## src/rtl/scc_ram.sv

```systemverilog
`timescale 1ns / 1ps
`default_nettype none

module scc_ram #(
  parameter int WIDTH = 8,
  parameter int DEPTH = 64,
  localparam int AW = (DEPTH > 1) ? $clog2(DEPTH) : 1
) (
  input  wire logic             clk,
  input  wire logic             we,
  input  wire logic [AW-1:0]    waddr,
  input  wire logic [WIDTH-1:0] wdata,
  input  wire logic [AW-1:0]    raddr,
  output logic      [WIDTH-1:0] rdata
);

  logic [WIDTH-1:0] mem [DEPTH];

  always_ff @(posedge clk) begin
    if (we) begin
      mem[waddr] <= wdata;
    end
    rdata <= mem[raddr];
  end

endmodule

`default_nettype wire

```

## config.mk

```make
export PLATFORM = sky130hd
export DESIGN_NAME = scc_ram
export DESIGN_NICKNAME = d
export VERILOG_FILES = /design/src/rtl/scc_ram.sv
export SDC_FILE = /design/constraint.sdc
export NUM_CORES = 1
export LEC_CHECK = 0
export BUFFER_PORTS_ARGS = -buffer_cell sky130_fd_sc_hd__buf_2
export CAP_MARGIN = 10
export CORE_ASPECT_RATIO = 1.5
export CORE_MARGIN = 5
export CORE_UTILIZATION = 45
export CTS_BUF_LIST = sky130_fd_sc_hd__clkbuf_8
export DETAILED_ROUTE_END_ITERATION = 12
export PLACE_DENSITY = 0.61
export SLEW_MARGIN = 10
export SYNTH_ARGS = -nofsm -noshare
export SYNTH_HDL_FRONTEND = slang
export SYNTH_SLANG_ARGS = --single-unit
```

## constraint.sdc

```tcl
create_clock -name clk -period 2.1 [get_ports clk]
set_input_delay 0.315 -clock clk [delete_from_list [all_inputs] [get_ports clk]]
set_output_delay 0.315 -clock clk [all_outputs]
set_load 0.05 [all_outputs]
```

# After elaboration in Yosys (flattened, before gate mapping)
# Memories as Yosys holds them, arrays and structs flattened. A register that Yosys moved wholly into a read port is not among the register bits.
# Index checks and enable logic that the tools add are counted.
# word_totals
register_bits	0
ram_bits	512
mem_count	1
latch_bits	0
inputBits	22
out_inout_bits	8
wordCells	3
rom_bits	0
# classes
n_reduce_logical	0
addsub	0
eq_ne	0
muxes	2
shifts	0
div_mod_pow	0
n_lt_le_gt_ge	0
n_bitwise	0
n_mul	0
# memory_table
name	words	word_bits	rd	rd_clocked_by_memory_dff	wr	line	source
mem	64	8	1	1	1	17	logic [WIDTH-1:0] mem [DEPTH];
# op_table
cell	n
two-way mux 1 bit	2

# Depth between registers and ports, before layout
# Gate-level depths: netlist of run 1.
# depth
ltp_word	2
ltp_mapped	9
depth_no_buf	5

# Worst setup path after synthesis of run 1
# Ideal clock, no wire load.
# synth_timing
path_kind	input to register
from	input port raddr[1]
to	register rdata[3], read port of mem
t_arrival_ps	1855
n_path_buf	3
required_ps	1972
setup_slack_ps	117
cell_stages	7
setup_ps	128
cell_sequence	buf_4 -> buf_2 -> buf_2 -> mux4_2 -> mux4_2 -> o21ai_1 -> o41ai_1
# synth_lines
item	line	source
start, declared	13	input wire logic [AW-1:0] raddr,
end, declared	14	output logic [WIDTH-1:0] rdata

==> results of run 1 <==
==> worst reg2reg max path: stages, from the launching register on <==
cell	delay, ps
edfxtp_1	360
mux4_2	490
mux2_2	300
o221a_2	290
nor3_1	190
buf_4	150
o32ai_1	90
==> per-layer routing <==
layer,share of wire,routed length [µm],global-route usage
met2,0.55,25900,0.354
met3,0.056,2650,0.0357
met4,0.034,1630,0.0749
met5,0.00042,20,0
met1,0.36,17300,0.231
==> synthesized netlist by cell type (6+ instances only) <==
master | count | area share
a221oi_1 | 6 | 0.0026
buf_2 | 11 | 0.0027
buf_4 | 13 | 0.0048
clkbuf_1 | 17 | 0.0032
dfxtp_1 | 8 | 0.0079
edfxtp_1 | 512 | 0.76
mux2_2 | 13 | 0.0073
mux2i_1 | 23 | 0.011
mux4_2 | 126 | 0.14
nand2_1 | 19 | 0.0035
nand2b_1 | 7 | 0.0022
nand3_1 | 13 | 0.0032
nor2_1 | 83 | 0.015
nor2b_1 | 14 | 0.0043
nor3_1 | 7 | 0.0017
o221ai_1 | 8 | 0.0035
o22ai_1 | 8 | 0.0025
==> metrics by stage <==
step	util	area, µm²
floorplan	-	20200
global placement	0.501	22300
detailed placement	0.501	22300
CTS	0.531	23700
global route	0.531	23700
finish	0.531	23700
==> power breakdown <==
part / switching [W] / leakage [nW] / internal [W]
combinational: 0.000771 / 2.40 / 0.000544
clock: 0.00360 / 0.771 / 0.00364
sequential: 0.0000356 / 4.67 / 0.0115
==> placed cells by master (no fill, tap or decap), drive strengths merged, types with 3 or more instances in the layout <==
cell type and instances:
nand2 19, nand3 13, a211oi 4, mux2i 23, nor3 7, inv 26, o21ai 4, dfxtp 8
mux4 126, clkinv 25, nor2b 14, o221ai 8, nor2 83, clkbuf 78, edfxtp 512, buf 209
mux2 13, o2bb2ai 3, a221oi 6, nand3b 3, o22ai 8, a21oi 3, nand2b 7, o2111ai 3
a22oi 3
==> logic make-up after synthesis <==
| family | after synthesis | share of synthesized area |
|---|---|---|
| AO/OA/AOI/OAI | 54 | 0.0207 |
| buffers and inverters | 51 | 0.0157 |
| flip-flops | 520 | 0.770 |
| multiplexers | 162 | 0.159 |
| AND/OR/NAND/NOR | 153 | 0.0339 |
==> state kept, by name (all words and copies together), names as in the netlist <==
signal	cells
mem	512
rdata	8
==> final cells by class <==
cell class	instances	area [µm²]	share of cell area
diodes	1	2.50	0.000106
clock buffers	77	1060	0.0448
flip-flops and latches	520	15500	0.657
well taps	582	728	0.0308
repair buffers	210	1740	0.0737
clock inverters	54	270	0.0114
multi-input cells	369	4320	0.182
==> final timing paths <==
kind,startpoint,end,cells past startpoint
hold / removal,wdata[4],mem[36][4]$_DFFE_PP_,1
hold reg to reg,mem[27][6]$_DFFE_PP_,rdata[6]$_DFF_P_,3
setup / recovery,mem[29][4]$_DFFE_PP_,rdata[4]$_DFF_P_,6
setup reg to reg,mem[29][4]$_DFFE_PP_,rdata[4]$_DFF_P_,6
==> timing repair <==
item	CTS	global route
resized for setup	0	1
hold endpoints to repair	0	0
setup endpoints to repair	0	1
==> flow_summary.json, run 1 <==
{
  "status": "completed",
  "clkLatencyLatePin_ps": 630,
  "criticalPathCategory": "reg2reg",
  "layout.nets": 1196,
  "dp_hpwl_mm": 31.5,
  "syn_area_um2": 20200,
  "cts_tree": "done",
  "slew_viol_final": 0,
  "fmax_ghz": 0.498,
  "crit_path_top_delay_cell": "mux4_2",
  "finalPower_w": 0.0201,
  "timing_hold_violations_final": 0,
  "first_pass_iters": 5,
  "p_leak_nw": 7.84,
  "die_area_um2": 49200,
  "cp_slowest_stage_delay_ps": 490,
  "synth-main-ff-cell": "edfxtp_1",
  "htree_levels": 3,
  "synth_seq_area_share": 0.770,
  "via_per_inst": 5.61,
  "track_usage": 0.195,
  "ios": 30,
  "rsz0062_at_grt": "no",
  "grt.overflow.total": 0,
  "skew_ps": 33.1,
  "syn_avg_cell_area_um2": 21.5,
  "postCtsSetupRepairBufs": 0,
  "wl_mm": 47.6,
  "wire_per_inst_um": 26.2,
  "grt_max_degree": 65,
  "path_buf_inv": 1,
  "holdWs_ps": 173,
  "syn_inst": 940,
  "ys_types": 40,
  "final.setup.tns_ps": 0,
  "setup_viol": 0,
  "grt_antenna_before_repair": 3,
  "clk_path_buf_depth": 3,
  "cts_hold_buf": 0,
  "numCtsBuffers": 73,
  "async_flop_share": 0,
  "die_x_um": 183,
  "dp.cells": 1681,
  "drt_iter0_markers": 679,
  "synth_warnings": 0,
  "synth_nets": 962,
  "cp_max_fo": 1,
  "start_util": 0.452,
  "p_per_area_nw_per_um2": 848,
  "fin_cells": 1813,
  "ir_drop_uv": 461,
  "cp.required_ps": 2600,
  "clock_sinks": 520,
  "holdCritPathClass": "in2reg",
  "cap_violations": 0,
  "fill_cells": 3523,
  "finalCriticalPeriod_ps": 2010,
  "route.detailed.drc": 0,
  "drive_gt1_frac": 0.355,
  "worst_slew_margin_rel": 0.583,
  "min_period_over_period": 0.955,
  "gp_congestion": 0.811,
  "grt_pass1_wl_mm": 70.4,
  "fin_ws_ps": 93.6,
  "first_global_vias": 10900,
  "die_y_um": 269,
  "synth_seq_cells": 520,
  "end_kind": "register",
  "worst_pin_slew_ps": 609,
  "critPathLaunchType": "register",
  "cts-root-buf": "clkbuf_8",
  "dpl_worst_slack_ps": -413,
  "port_buffers": 29,
  "path_cells": "mux4_2, mux2_2, o221a_2, nor3_1, buf_4, o32ai_1",
  "synth_edf_count": 512,
  "worst-r2r-setup-slack_ps": 90,
  "core_um2": 44600,
  "rows": 95,
  "critPathArrivalTime_ps": 2500,
  "critical-path-top-delay-family": "multiplexers",
  "antenna_left": 0,
  "path_clk_slew_ps": 70,
  "area_growth_pct": 17.3,
  "vias": 10200
}
Note: power is estimated with default switching activity, not from simulation.
==> inputs of run 2 (changes only) <==
==> constraint.sdc (replaced) <==
create_clock -name clk -period 2.1 [get_ports clk]
set_input_delay 0.105 -clock clk [delete_from_list [all_inputs] [get_ports clk]]
set_output_delay 0.105 -clock clk [all_outputs]
set_load 0.05 [all_outputs]
==> flow_summary.json, run 2 (synthesis gave the netlist of run 1 again) <==
{
  "route.detailed.drc": 0,
  "first_pass_iters": 5,
  "vias": 9992,
  "path_clk_slew_ps": 60,
  "regMostFlops": "mem",
  "wire_per_inst_um": 26.2,
  "clock_sinks": 520,
  "finalCriticalPeriod_ps": 2030,
  "rows": 95,
  "final_cell_mix": "512 x edfxtp_1, 139 x buf_4, 126 x mux4_2",
  "critPathArrivalTime_ps": 2520,
  "dp_hpwl_mm": 30.4,
  "crit_path_top_delay_cell": "mux4_2",
  "status": "completed",
  "clk_path_buf_depth": 3,
  "worst-r2r-setup-slack_ps": 70,
  "placed_area_um2": 22000,
  "p_per_area_nw_per_um2": 876,
  "cp_slowest_stage_delay_ps": 500,
  "holdCritPathClass": "in2reg",
  "gp_congestion": 0.827,
  "worstRegToRegCells": 6,
  "p_leak_nw": 7.70,
  "fin_util": 0.527,
  "fill_cells": 3539,
  "criticalPathCategory": "reg2reg",
  "path_buf_inv": 1,
  "setup_viol": 0,
  "layout.nets": 1171,
  "hold_start": "waddr[2]",
  "rsz0062_at_grt": "no",
  "grt_max_degree": 65,
  "grt_pass1_wl_mm": 69.2,
  "port_buffers": 29,
  "die_x_um": 183,
  "skew_ps": 26.6,
  "dp.cells": 1649,
  "via_per_inst": 5.60,
  "path_cells": "mux4_2, mux2_2, o221a_2, nor3_2, buf_4, o32ai_1",
  "grt_antenna_before_repair": 3,
  "fmax_ghz": 0.493,
  "worst_pin_slew_ps": 874,
  "wl_mm": 46.7,
  "min_period_over_period": 0.966,
  "worst_slew_margin_rel": 0.417,
  "antenna_left": 0,
  "end_kind": "register",
  "postCtsSetupRepairBufs": 0,
  "ir_drop_uv": 379,
  "top_regs": "mem x512, rdata x8",
  "track_usage": 0.193,
  "largest_reg_flops": 512,
  "htree_levels": 3,
  "regArea_um2": 15500,
  "first_global_vias": 10600,
  "critical-path-top-delay-family": "multiplexers",
  "slew_viol_final": 0,
  "ios": 30,
  "cap_violations": 0,
  "cp.required_ps": 2590,
  "final.setup.tns_ps": 0,
  "timing.rr.end": "rdata[4]$_DFF_P_",
  "hold_depth": 3,
  "grt.overflow.total": 0,
  "die_area_um2": 49200,
  "drive_gt1_frac": 0.346,
  "core_um2": 44600,
  "cts-root-buf": "clkbuf_8",
  "design_area_um2": 23500,
  "timing_hold_violations_final": 0,
  "final_common_cell": "edfxtp_1",
  "cp_max_fo": 1,
  "rr_startpoint": "mem[29][4]$_DFFE_PP_",
  "multi_input_area_um2": 4330,
  "die_y_um": 269,
  "area_growth_pct": 16.6,
  "fin_cells": 1785,
  "numCtsBuffers": 75,
  "cts_tree": "done",
  "min_to": "mem[49][2]$_DFFE_PP_",
  "clkLatencyLatePin_ps": 630,
  "critPathLaunchType": "register",
  "drt_iter0_markers": 876,
  "start_util": 0.452
}
==> run 2: changes by cell type in the layout (fill, tap and decap cells not counted), sizes merged <==
| cell | change |
|---|---|
| clkinvlp | +2 |
| diode | +1 |
| buf | -32 |
| dlygate4sd3 | +5 |
| inv | -9 |
| clkinv | +1 |
| bufinv | +4 |
==> run 2: repair_timing <==
action	4_1_cts	5_1_grt
endpoints found under the setup margin	3	1
hold buffers	5	0
hold endpoints to repair	152	0
gates resized for setup	3	0
pin swaps	0	1
==> run 2: how the worst max path moves through the flow <==
stage / startpoint / to / slack, ps / cells past startpoint
after floorplan: raddr[1] / rdata[3]$_DFF_P_ / 330 / 7
after global placement: raddr[0] / rdata[3]$_DFF_P_ / -270 / 7
after detailed placement: raddr[0] / rdata[3]$_DFF_P_ / -250 / 7
after CTS: mem[29][4]$_DFFE_PP_ / rdata[4]$_DFF_P_ / 40 / 6
after global routing: mem[3][3]$_DFFE_PP_ / rdata[3]$_DFF_P_ / 8 / 5
final: mem[29][4]$_DFFE_PP_ / rdata[4]$_DFF_P_ / 70 / 6
==> run 2: worst reg2reg max path, delay by kind of cell (launching register included) <==
| family | cells | cell delay [ps] |
|---|---|---|
| buf+inv | 1 | 150 |
| simple gates | 1 | 180 |
| compound gates | 2 | 400 |
| flops | 1 | 370 |
| mux | 2 | 810 |
==> run 2: per-layer routing <==
layer | GRT usage | wire (µm) | vias up
met2 | 0.331 | 24900 | 327
met1 | 0.237 | 17400 | 5220
met3 | 0.0379 | 2530 | 95
met4 | 0.0851 | 1920 | 0
li1 | - | - | 4350
met5 | 0 | 0 | -
==> run 2: per-stage QoR <==
stage / hold WS (ps) / setup slack [ps] / power, W
after floorplan: 204 / 327 / 0.0124
after global placement: 599 / -268 / 0.0130
after detailed placement: 610 / -253 / 0.0130
after CTS: 36.2 / 36.6 / 0.0208
after global routing: 84.7 / 8.26 / 0.0214
final: 90.5 / 70.8 / 0.0206
==> run 2: report_power, final <==
group / switching [W] / internal (W)
clock network: 0.00367 / 0.00414
registers: 0.0000371 / 0.0115
logic: 0.000754 / 0.000506
total: 0.00446 / 0.0161
==> run 2: layout make-up <==
type,instances,share of cell area
Tap cell,582,0.0310
Multi-Input combinational cell,369,0.184
Clock buffer,77,0.0451
Clock inverter,52,0.0160
Antenna cell,2,0.000213
Sequential cell,520,0.661
Timing Repair Buffer,183,0.0629
